==> src/hdl/kts_pkg.sv <==
// Shared types and constants of the keyframe time sampler.
package kts_pkg;

  localparam int unsigned TimeBits   = 32;
  localparam int unsigned FracBits   = 16;
  localparam int unsigned MaxKeys    = 4096;
  localparam int unsigned KeyBits    = $clog2(MaxKeys);
  localparam int unsigned KeyCntBits = KeyBits + 1;
  localparam int unsigned LoopBits   = 16;
  localparam int unsigned ModeBits   = 2;
  localparam int unsigned CfgIdxBits = 4;
  localparam int unsigned LenBits    = TimeBits + 1;
  localparam int unsigned RemBits    = LenBits + 1;
  localparam int unsigned ProdBits   = TimeBits + KeyBits;
  localparam int unsigned DivBits    = ProdBits + FracBits;
  localparam int unsigned DivCntBits = $clog2(DivBits + 1);
  localparam int unsigned PadBits    = DivBits - TimeBits;

  localparam logic [ModeBits-1:0] ModeForward  = 2'd0;
  localparam logic [ModeBits-1:0] ModeReverse  = 2'd1;
  localparam logic [ModeBits-1:0] ModePingPong = 2'd2;

  typedef enum logic [1:0] {
    StatusIdle  = 2'd0,
    StatusHold  = 2'd1,
    StatusBlend = 2'd2
  } status_e;

  typedef enum logic [CfgIdxBits-1:0] {
    CfgBeginTime = 4'd0,
    CfgDuration  = 4'd1,
    CfgClipIn    = 4'd2,
    CfgClipOut   = 4'd3,
    CfgPauseTime = 4'd4,
    CfgLoopCount = 4'd5,
    CfgPlayMode  = 4'd6,
    CfgKeyCount  = 4'd7
  } cfg_idx_e;

endpackage

==> src/hdl/keyframe_time_sampler.sv <==
// Keyframe time sampler: folds a sample time into a looping animation and picks keys.
// One shared restoring divider retires one quotient bit a cycle: a 32-bit quotient for the loop
// count (none for a zero cycle length), 32 bits for a clipped fold and 60 for key index and blend.
// The input stays stalled until the result is in the output register, so one sample is taken at
// a time. Reset is asynchronous and active low and loads register defaults.
module keyframe_time_sampler (
  input  logic                             clk_i,
  input  logic                             rst_ni,
  input  logic                             in_valid_i,
  output logic                             in_stall_o,
  input  logic [kts_pkg::TimeBits-1:0]     sample_time_i,
  output logic                             out_valid_o,
  input  logic                             out_stall_i,
  output logic [1:0]                       status_o,
  output logic [kts_pkg::KeyBits-1:0]      lower_index_o,
  output logic [kts_pkg::KeyBits-1:0]      upper_index_o,
  output logic [kts_pkg::FracBits-1:0]     blend_o,
  output logic                             reversed_o,
  output logic [kts_pkg::TimeBits-1:0]     completed_loops_o,
  input  logic                             cfg_valid_i,
  output logic                             cfg_ready_o,
  input  logic [kts_pkg::CfgIdxBits-1:0]   cfg_index_i,
  input  logic [kts_pkg::TimeBits-1:0]     cfg_data_i
);

  typedef enum logic [3:0] {
    StIdle,
    StDiv1,
    StCheck,
    StDiv2,
    StFold,
    StPhase,
    StMul,
    StDiv3,
    StKeys,
    StFin
  } state_e;

  state_e state_q;

  logic [kts_pkg::TimeBits-1:0]   begin_q, dur_q, clip_in_q, clip_out_q, pause_q;
  logic [kts_pkg::LoopBits-1:0]   loop_q;
  logic [kts_pkg::ModeBits-1:0]   mode_q;
  logic [kts_pkg::KeyCntBits-1:0] key_cnt_q;

  logic [kts_pkg::TimeBits-1:0]   prev_q;
  logic                           dir_q;
  logic [kts_pkg::TimeBits-1:0]   elapsed_q;

  logic                           active_q;
  logic [kts_pkg::LenBits-1:0]    phase_q;
  logic [kts_pkg::TimeBits-1:0]   mirror_q;
  logic [kts_pkg::TimeBits-1:0]   loops_q;
  kts_pkg::status_e               res_status_q;
  logic [kts_pkg::KeyBits-1:0]    res_lower_q, res_upper_q;
  logic [kts_pkg::FracBits-1:0]   res_blend_q;

  logic [kts_pkg::DivBits-1:0]    div_num_q, div_quo_q;
  logic [kts_pkg::RemBits-1:0]    div_rem_q;
  logic [kts_pkg::LenBits-1:0]    div_den_q;
  logic [kts_pkg::DivCntBits-1:0] div_cnt_q;

  logic                           out_valid_q;
  logic [1:0]                     out_status_q;
  logic [kts_pkg::KeyBits-1:0]    out_lower_q, out_upper_q;
  logic [kts_pkg::FracBits-1:0]   out_blend_q;
  logic                           out_rev_q;
  logic [kts_pkg::TimeBits-1:0]   out_loops_q;

  logic [kts_pkg::LenBits-1:0]    start_sum, real_len;
  logic                           real_zero, active_now, in_xfer, out_free;
  logic [kts_pkg::TimeBits-1:0]   elapsed_new, loops_now, fold_den;
  logic [kts_pkg::LenBits-1:0]    rem_now;
  logic                           past_end;
  logic [kts_pkg::RemBits-1:0]    rem_shift;
  logic [kts_pkg::RemBits:0]      rem_diff;
  logic                           rem_ge;
  logic                           toggle, dir_next;
  logic [kts_pkg::KeyCntBits-1:0] key_clamp, upper_sum;
  logic [kts_pkg::KeyBits-1:0]    key_max, lower_now;
  logic [kts_pkg::ProdBits-1:0]   product;

  assign start_sum   = {1'b0, begin_q} + {1'b0, clip_in_q};
  assign real_len    = (clip_out_q != '0) ? {1'b0, clip_out_q} : {1'b0, dur_q} + {1'b0, pause_q};
  assign real_zero   = (real_len == '0);
  assign active_now  = ({1'b0, sample_time_i} >= start_sum);
  assign elapsed_new = sample_time_i - begin_q;
  assign in_xfer     = in_valid_i && (state_q == StIdle);
  assign out_free    = !out_valid_q || !out_stall_i;

  assign loops_now = div_quo_q[kts_pkg::TimeBits-1:0];
  assign rem_now   = div_rem_q[kts_pkg::LenBits-1:0];
  assign past_end  = real_zero ? (elapsed_q != '0)
                   : ((loops_now > {{(kts_pkg::TimeBits-kts_pkg::LoopBits){1'b0}}, loop_q}) ||
                      ((loops_now == {{(kts_pkg::TimeBits-kts_pkg::LoopBits){1'b0}}, loop_q}) &&
                       (rem_now != '0)));
  assign fold_den  = (clip_out_q > clip_in_q) ? clip_out_q - clip_in_q : clip_in_q - clip_out_q;

  assign rem_shift = {div_rem_q[kts_pkg::RemBits-2:0], div_num_q[kts_pkg::DivBits-1]};
  assign rem_diff  = {1'b0, rem_shift} - {2'b00, div_den_q};
  assign rem_ge    = !rem_diff[kts_pkg::RemBits];

  assign toggle   = (phase_q < {1'b0, prev_q}) && (mode_q == kts_pkg::ModePingPong);
  assign dir_next = dir_q ^ toggle;

  assign key_clamp = (key_cnt_q == '0) ? kts_pkg::KeyCntBits'(1)
                   : (key_cnt_q > kts_pkg::KeyCntBits'(kts_pkg::MaxKeys))
                     ? kts_pkg::KeyCntBits'(kts_pkg::MaxKeys) : key_cnt_q;
  assign key_max   = kts_pkg::KeyBits'(key_clamp - kts_pkg::KeyCntBits'(1));
  assign product   = {{kts_pkg::KeyBits{1'b0}}, mirror_q} *
                     {{kts_pkg::TimeBits{1'b0}}, key_max};
  assign lower_now = div_quo_q[kts_pkg::FracBits +: kts_pkg::KeyBits];
  assign upper_sum = {1'b0, lower_now} + kts_pkg::KeyCntBits'(1);

  always_ff @(posedge clk_i or negedge rst_ni) begin
    if (!rst_ni) begin
      state_q      <= StIdle;
      begin_q      <= '0;
      dur_q        <= '0;
      clip_in_q    <= '0;
      clip_out_q   <= '0;
      pause_q      <= '0;
      loop_q       <= kts_pkg::LoopBits'(1);
      mode_q       <= kts_pkg::ModeForward;
      key_cnt_q    <= kts_pkg::KeyCntBits'(2);
      prev_q       <= '0;
      dir_q        <= 1'b0;
      elapsed_q    <= '0;
      active_q     <= 1'b0;
      phase_q      <= '0;
      mirror_q     <= '0;
      loops_q      <= '0;
      res_status_q <= kts_pkg::StatusIdle;
      res_lower_q  <= '0;
      res_upper_q  <= '0;
      res_blend_q  <= '0;
      div_num_q    <= '0;
      div_quo_q    <= '0;
      div_rem_q    <= '0;
      div_den_q    <= '0;
      div_cnt_q    <= '0;
      out_valid_q  <= 1'b0;
      out_status_q <= '0;
      out_lower_q  <= '0;
      out_upper_q  <= '0;
      out_blend_q  <= '0;
      out_rev_q    <= 1'b0;
      out_loops_q  <= '0;
    end else begin
      if (out_valid_q && !out_stall_i) begin
        out_valid_q <= 1'b0;
      end

      if (cfg_valid_i) begin
        case (cfg_index_i)
          kts_pkg::CfgBeginTime: begin
            begin_q <= cfg_data_i;
            dir_q   <= (mode_q == kts_pkg::ModeReverse);
          end
          kts_pkg::CfgDuration: begin
            dur_q <= cfg_data_i;
            dir_q <= (mode_q == kts_pkg::ModeReverse);
          end
          kts_pkg::CfgClipIn: begin
            clip_in_q <= cfg_data_i;
            dir_q     <= (mode_q == kts_pkg::ModeReverse);
          end
          kts_pkg::CfgClipOut: begin
            clip_out_q <= cfg_data_i;
            dir_q      <= (mode_q == kts_pkg::ModeReverse);
          end
          kts_pkg::CfgPauseTime: begin
            pause_q <= cfg_data_i;
            dir_q   <= (mode_q == kts_pkg::ModeReverse);
          end
          kts_pkg::CfgLoopCount: begin
            loop_q <= cfg_data_i[kts_pkg::LoopBits-1:0];
            dir_q  <= (mode_q == kts_pkg::ModeReverse);
          end
          kts_pkg::CfgPlayMode: begin
            mode_q <= cfg_data_i[kts_pkg::ModeBits-1:0];
            dir_q  <= (cfg_data_i[kts_pkg::ModeBits-1:0] == kts_pkg::ModeReverse);
          end
          kts_pkg::CfgKeyCount: begin
            key_cnt_q <= cfg_data_i[kts_pkg::KeyCntBits-1:0];
            dir_q     <= (mode_q == kts_pkg::ModeReverse);
          end
          default: begin
          end
        endcase
      end

      case (state_q)
        StIdle: begin
          if (in_xfer) begin
            active_q    <= active_now;
            res_lower_q <= '0;
            res_upper_q <= '0;
            res_blend_q <= '0;
            if (active_now) begin
              elapsed_q <= elapsed_new;
            end
            div_num_q <= {(active_now ? elapsed_new : elapsed_q), {kts_pkg::PadBits{1'b0}}};
            div_quo_q <= '0;
            div_rem_q <= '0;
            div_den_q <= real_len;
            div_cnt_q <= kts_pkg::DivCntBits'(kts_pkg::TimeBits);
            state_q   <= real_zero ? StCheck : StDiv1;
          end
        end
        StDiv1, StDiv2, StDiv3: begin
          div_num_q <= {div_num_q[kts_pkg::DivBits-2:0], 1'b0};
          div_quo_q <= {div_quo_q[kts_pkg::DivBits-2:0], rem_ge};
          div_rem_q <= rem_ge ? rem_diff[kts_pkg::RemBits-1:0] : rem_shift;
          div_cnt_q <= div_cnt_q - kts_pkg::DivCntBits'(1);
          if (div_cnt_q == kts_pkg::DivCntBits'(1)) begin
            case (state_q)
              StDiv1:  state_q <= StCheck;
              StDiv2:  state_q <= StFold;
              default: state_q <= StKeys;
            endcase
          end
        end
        StCheck: begin
          loops_q <= loops_now;
          if (!active_q) begin
            res_status_q <= kts_pkg::StatusIdle;
            state_q      <= StFin;
          end else if ((loop_q != '0) && past_end) begin
            res_status_q <= (clip_out_q != '0) ? kts_pkg::StatusIdle : kts_pkg::StatusHold;
            state_q      <= StFin;
          end else if ((clip_out_q == '0) && (clip_in_q == '0)) begin
            if (real_zero) begin
              res_status_q <= kts_pkg::StatusHold;
              state_q      <= StFin;
            end else begin
              phase_q <= rem_now;
              state_q <= StPhase;
            end
          end else if (elapsed_q > clip_out_q) begin
            if (fold_den == '0) begin
              res_status_q <= kts_pkg::StatusHold;
              state_q      <= StFin;
            end else begin
              div_num_q <= {elapsed_q - clip_in_q, {kts_pkg::PadBits{1'b0}}};
              div_quo_q <= '0;
              div_rem_q <= '0;
              div_den_q <= {1'b0, fold_den};
              div_cnt_q <= kts_pkg::DivCntBits'(kts_pkg::TimeBits);
              state_q   <= StDiv2;
            end
          end else begin
            phase_q <= {1'b0, elapsed_q};
            state_q <= StPhase;
          end
        end
        StFold: begin
          phase_q <= {1'b0, clip_in_q} + {1'b0, div_rem_q[kts_pkg::TimeBits-1:0]};
          state_q <= StPhase;
        end
        StPhase: begin
          dir_q  <= dir_next;
          prev_q <= phase_q[kts_pkg::TimeBits] ? '1 : phase_q[kts_pkg::TimeBits-1:0];
          if ((phase_q > {1'b0, dur_q}) || (dur_q == '0)) begin
            res_status_q <= kts_pkg::StatusHold;
            state_q      <= StFin;
          end else begin
            mirror_q <= dir_next ? dur_q - phase_q[kts_pkg::TimeBits-1:0]
                                 : phase_q[kts_pkg::TimeBits-1:0];
            state_q  <= StMul;
          end
        end
        StMul: begin
          div_num_q <= {product, {kts_pkg::FracBits{1'b0}}};
          div_quo_q <= '0;
          div_rem_q <= '0;
          div_den_q <= {1'b0, dur_q};
          div_cnt_q <= kts_pkg::DivCntBits'(kts_pkg::DivBits);
          state_q   <= StDiv3;
        end
        StKeys: begin
          res_status_q <= kts_pkg::StatusBlend;
          res_lower_q  <= lower_now;
          res_upper_q  <= (upper_sum >= key_clamp) ? '0 : upper_sum[kts_pkg::KeyBits-1:0];
          res_blend_q  <= div_quo_q[kts_pkg::FracBits-1:0];
          state_q      <= StFin;
        end
        StFin: begin
          if (out_free) begin
            out_valid_q  <= 1'b1;
            out_status_q <= res_status_q;
            out_lower_q  <= res_lower_q;
            out_upper_q  <= res_upper_q;
            out_blend_q  <= res_blend_q;
            out_rev_q    <= dir_q;
            out_loops_q  <= loops_q;
            state_q      <= StIdle;
          end
        end
        default: begin
          state_q <= StIdle;
        end
      endcase
    end
  end

  assign in_stall_o        = (state_q != StIdle);
  assign cfg_ready_o       = 1'b1;
  assign out_valid_o       = out_valid_q;
  assign status_o          = out_status_q;
  assign lower_index_o     = out_lower_q;
  assign upper_index_o     = out_upper_q;
  assign blend_o           = out_blend_q;
  assign reversed_o        = out_rev_q;
  assign completed_loops_o = out_loops_q;

endmodule

==> config.mk <==
export PLATFORM = sky130hd
export DESIGN_NAME = keyframe_time_sampler
export DESIGN_NICKNAME = d
export VERILOG_FILES = /design/src/hdl/kts_pkg.sv /design/src/hdl/keyframe_time_sampler.sv
export SDC_FILE = /design/constraint.sdc
export NUM_CORES = 2
export LEC_CHECK = 0
export BUFFER_PORTS_ARGS = -buffer_cell sky130_fd_sc_hd__buf_2
export CAP_MARGIN = 30
export CORE_UTILIZATION = 55
export CTS_BUF_LIST = sky130_fd_sc_hd__clkbuf_2
export DETAILED_ROUTE_END_ITERATION = 6
export PLACE_DENSITY = 0.72
export SYNTH_ARGS = -nofsm -noshare
export SYNTH_HDL_FRONTEND = slang
export SYNTH_SLANG_ARGS = --single-unit
==> constraint.sdc <==
create_clock -name clk_i -period 11.6 [get_ports clk_i]
set_clock_uncertainty 0.1 [all_clocks]
set_input_delay 2.32 -clock clk_i [delete_from_list [all_inputs] [get_ports clk_i]]
set_output_delay 2.32 -clock clk_i [all_outputs]
set_load 0.01 [all_outputs]
==> impl_metrics.py <==
metrics = {
    "sta": {
        "rsz0062_at_grt": "false",
        "setup_viol_count_final": 0,
        "finalMaxSlewViolations": 0,
        "period_needed_ps": 9280,
        "slew-limit-headroom_pct": 27.0,
        "finalSetupTns_ps": 0,
        "max_slew.worst_pin.slew_ps": 1090,
        "min_period_over_period_pct": 80.0,
        "fmax_mhz": 108,
        "final_hold_viol_count": 0,
    },
    "clocking": {
        "clk-insertion-delay-late_ps": 1640,
        "path_clk_slew_ps": 120,
        "cts_root_buf": "clkbuf_2",
        "hold_buffers": 0,
        "numCtsBuffers": 168,
        "cts_buffer_depth": 3,
        "htreeDepth": 4,
        "cts_setup_buffers": 0,
        "cts_resized": 0,
        "cts_tree": "done",
        "clkSinkCount": 624,
    },
    "detailed_routing": {
        "routedWlPerCell_um": 24.7,
        "vias": 50851,
        "post-route-drc-count": 0,
        "drtIter0Drc": 5079,
        "via_per_inst": 6.28,
        "ant_nets": 0,
        "drt-total-wl_mm": 200,
        "drt-pass1-iter-count": 7,
    },
    "worst_setup_path": {
        "reg2reg_depth": 31,
        "cp_common_cell": "fa_1",
        "regToRegStartpoint": "key_cnt_q[2]$_DFFE_PN0P_",
        "cp.required_ps": 12930,
        "worstPathArrival_ps": 10620,
        "crit_type": "flip-flop to flip-flop",
        "crit_path_max_fanout": 18,
        "startpoint_type": "flip-flop",
        "end_kind": "flip-flop",
        "r2r-end": "div_num_q[58]$_DFFE_PN0P_",
        "rrSetupSlack_ps": 2320,
        "max_stage_delay_ps": 680,
        "crit_slowest_cell": "xnor2_2",
    },
    "hold_path": {
        "min_to": "lower_index_o[11]$_DFFE_PN0P_",
        "min_delay_path_depth": 1,
        "hp-class": "flip-flop to flip-flop",
        "hp-start": "res_lower_q[11]$_DFFE_PN0P_",
    },
    "global_route": {
        "grt-ovfl-total": 0,
        "antenna_found_initial": 8,
        "grt_max_degree": 162,
        "grt_usage_pct": 37.7,
        "first_global_vias": 49050,
        "grt_pass1_wl_mm": 303,
    },
    "die": {
        "die_height_um": 325,
        "io_pins": 151,
        "coreArea_um2": 104000,
        "start_util_pct": 55.5,
        "die_area_um2": 106000,
        "rows": 118,
        "fp.dieW_um": 325,
    },
    "logic_synthesis": {
        "synthesis.area_um2": 57500,
        "yosysTopAreaCell": "dfrtp_1",
        "ys_seq_area_share_pct": 27.2,
        "syn-num-nets": 7381,
        "synth_top_cell_area_share_pct": 27.1,
        "ys_seq_elements": 624,
        "synth_warnings": 0,
        "synth_cell_types": 90,
        "avgSynthCellArea_um2": 8.89,
        "synth_area_leaders": "dfrtp_1, ha_1, fa_1",
        "async_reset_ff_share_pct": 100,
        "synth_ff_type": "dfrtp_1",
        "synth_edf_count": 0,
        "syn_inst": 6471,
    },
    "final_layout": {
        "finalNonFillerCells": 8091,
        "fin_nets": 7490,
        "area_delta_synth_final_pct": 6.73,
        "drive_above_1_share_pct": 12.6,
    },
    "outcome": {
        "status": "finished, final reports clean",
    },
    "placement": {
        "portBuffers": 149,
        "routabilityCongestion": 1.05,
        "place_hpwl_mm": 155,
        "dp.cells": 7787,
    },
    "run": {
        "maxCapViolations": 0,
    },
}
[through the flow]
| step | setup WS [ps] | hold WS (ps) | utilization [%] | cell area [um^2] |
|---|---|---|---|---|
| after floorplan | 3320 | 339 | - | 57500 |
| after global placement | 2600 | 357 | 57.6 | 59700 |
| after detailed placement | 2330 | 363 | 57.6 | 59700 |
| after CTS | 2260 | 363 | 59.1 | 61300 |
| after global routing | 1670 | 387 | 59.2 | 61400 |
| final | 2320 | 369 | 59.2 | 61400 |
[kinds of logic after synthesis]
group | Yosys count | synth area share [%]
flops | 624 | 27.2
simple gates | 1819 | 15.0
compound gates | 1544 | 17.3
other cells | 1 | 0.00652
fa+ha+maj | 837 | 22.2
buf+inv | 971 | 6.45
mux | 424 | 8.03
xor+xnor | 251 | 3.82
[cell usage after synthesis (all sizes together), types with 15 or more instances]
library cell and count:
a211o 21, a211oi 57, a21o 164, a21oi 379, a221o 15, a221oi 22
a222oi 20, a22o 45, a31oi 52, and2 119, and3 44, buf 48
clkbuf 243, dfrtp 622, fa 309, ha 528, inv 680, mux2 300
mux2i 124, nand2 736, nand2b 98, nand3 103, nand4 79, nor2 300
nor2b 53, nor3 99, nor4 69, o211ai 37, o21a 64, o21ai 432
o21bai 37, o221ai 16, o31ai 26, or2 27, or3 42, or4 15
xnor2 166, xor2 85
[metal layers]
metal / wire [um] / vias up / part of all wire, % / global-route usage, %
met2: 87200 / 2514 / 44 / 57.3
li1: - / 22843 / - / -
met5: 21 / - / 0.010 / 0
met3: 18700 / 634 / 9.4 / 8.11
met4: 13900 / 4 / 6.9 / 22.5
met1: 80200 / 24856 / 40 / 49.4
[worst max-delay path: cells and delay by family (launching register included)]
kind,cells,cell delay (ps)
flops,1,420
fa+ha+maj,7,3250
simple gates,10,1550
mux,2,510
buf+inv,3,450
xor+xnor,1,680
compound gates,8,2090
[cell usage in the layout (no fill, tap or decap), types with 37 or more instances in the layout]
master | synthesis | routed
and2_1 | 119 | 118
xor2_1 | 85 | 83
fa_1 | 309 | 309
nand3_1 | 103 | 101
nor3_1 | 99 | 93
and3_1 | 44 | 44
nand2_1 | 736 | 735
ha_1 | 528 | 528
a211oi_1 | 55 | 55
a22o_1 | 45 | 45
mux2i_1 | 124 | 124
nor2_1 | 299 | 295
o21ai_0 | 402 | 401
or3_1 | 42 | 42
mux2_2 | 267 | 267
xnor2_1 | 166 | 158
clkbuf_2 | 0 | 242
dfrtp_1 | 622 | 622
nor4_1 | 69 | 69
a31oi_1 | 52 | 51
buf_2 | 24 | 150
nand4_1 | 79 | 79
inv_1 | 679 | 679
buf_4 | 7 | 71
o21a_1 | 64 | 64
a21o_1 | 164 | 164
o21bai_1 | 37 | 37
a21oi_1 | 376 | 375
nand2b_1 | 98 | 98
nor2b_1 | 53 | 53
[worst max-delay path by stage]
stage	slack, ps	from	endpoint	cells after the start
2_1_floorplan	3320	key_cnt_q[1]$_DFFE_PN1P_	div_num_q[54]$_DFFE_PN0P_	33
3_3_place_gp	2600	key_cnt_q[2]$_DFFE_PN0P_	div_num_q[54]$_DFFE_PN0P_	30
3_5_place_dp	2330	key_cnt_q[4]$_DFFE_PN0P_	div_num_q[54]$_DFFE_PN0P_	30
4_1_cts	2260	key_cnt_q[2]$_DFFE_PN0P_	div_num_q[54]$_DFFE_PN0P_	30
5_1_grt	1670	key_cnt_q[2]$_DFFE_PN0P_	div_num_q[58]$_DFFE_PN0P_	31
6_report	2320	key_cnt_q[2]$_DFFE_PN0P_	div_num_q[58]$_DFFE_PN0P_	31
[registers in the layout, indices dropped and copies added (netlist names), 33 cells and up]
register,cells
div_rem_q,33
phase_q,33
div_den_q,33
div_num_q,44
[final cells by class]
cell class | instances | area, um^2
flip-flops and latches | 624 | 15600
multi-input cells | 4876 | 38400
repair buffers | 230 | 1480
well taps | 1380 | 1730
fillers | 9398 | 42300
clock inverters | 48 | 347
clock buffers | 242 | 1210
inverters | 680 | 2550
diodes | 11 | 27.5
Power is left out: the tool's default activity adds up to more than one toggle a clock period on the data nets, which glitch-free logic cannot reach.
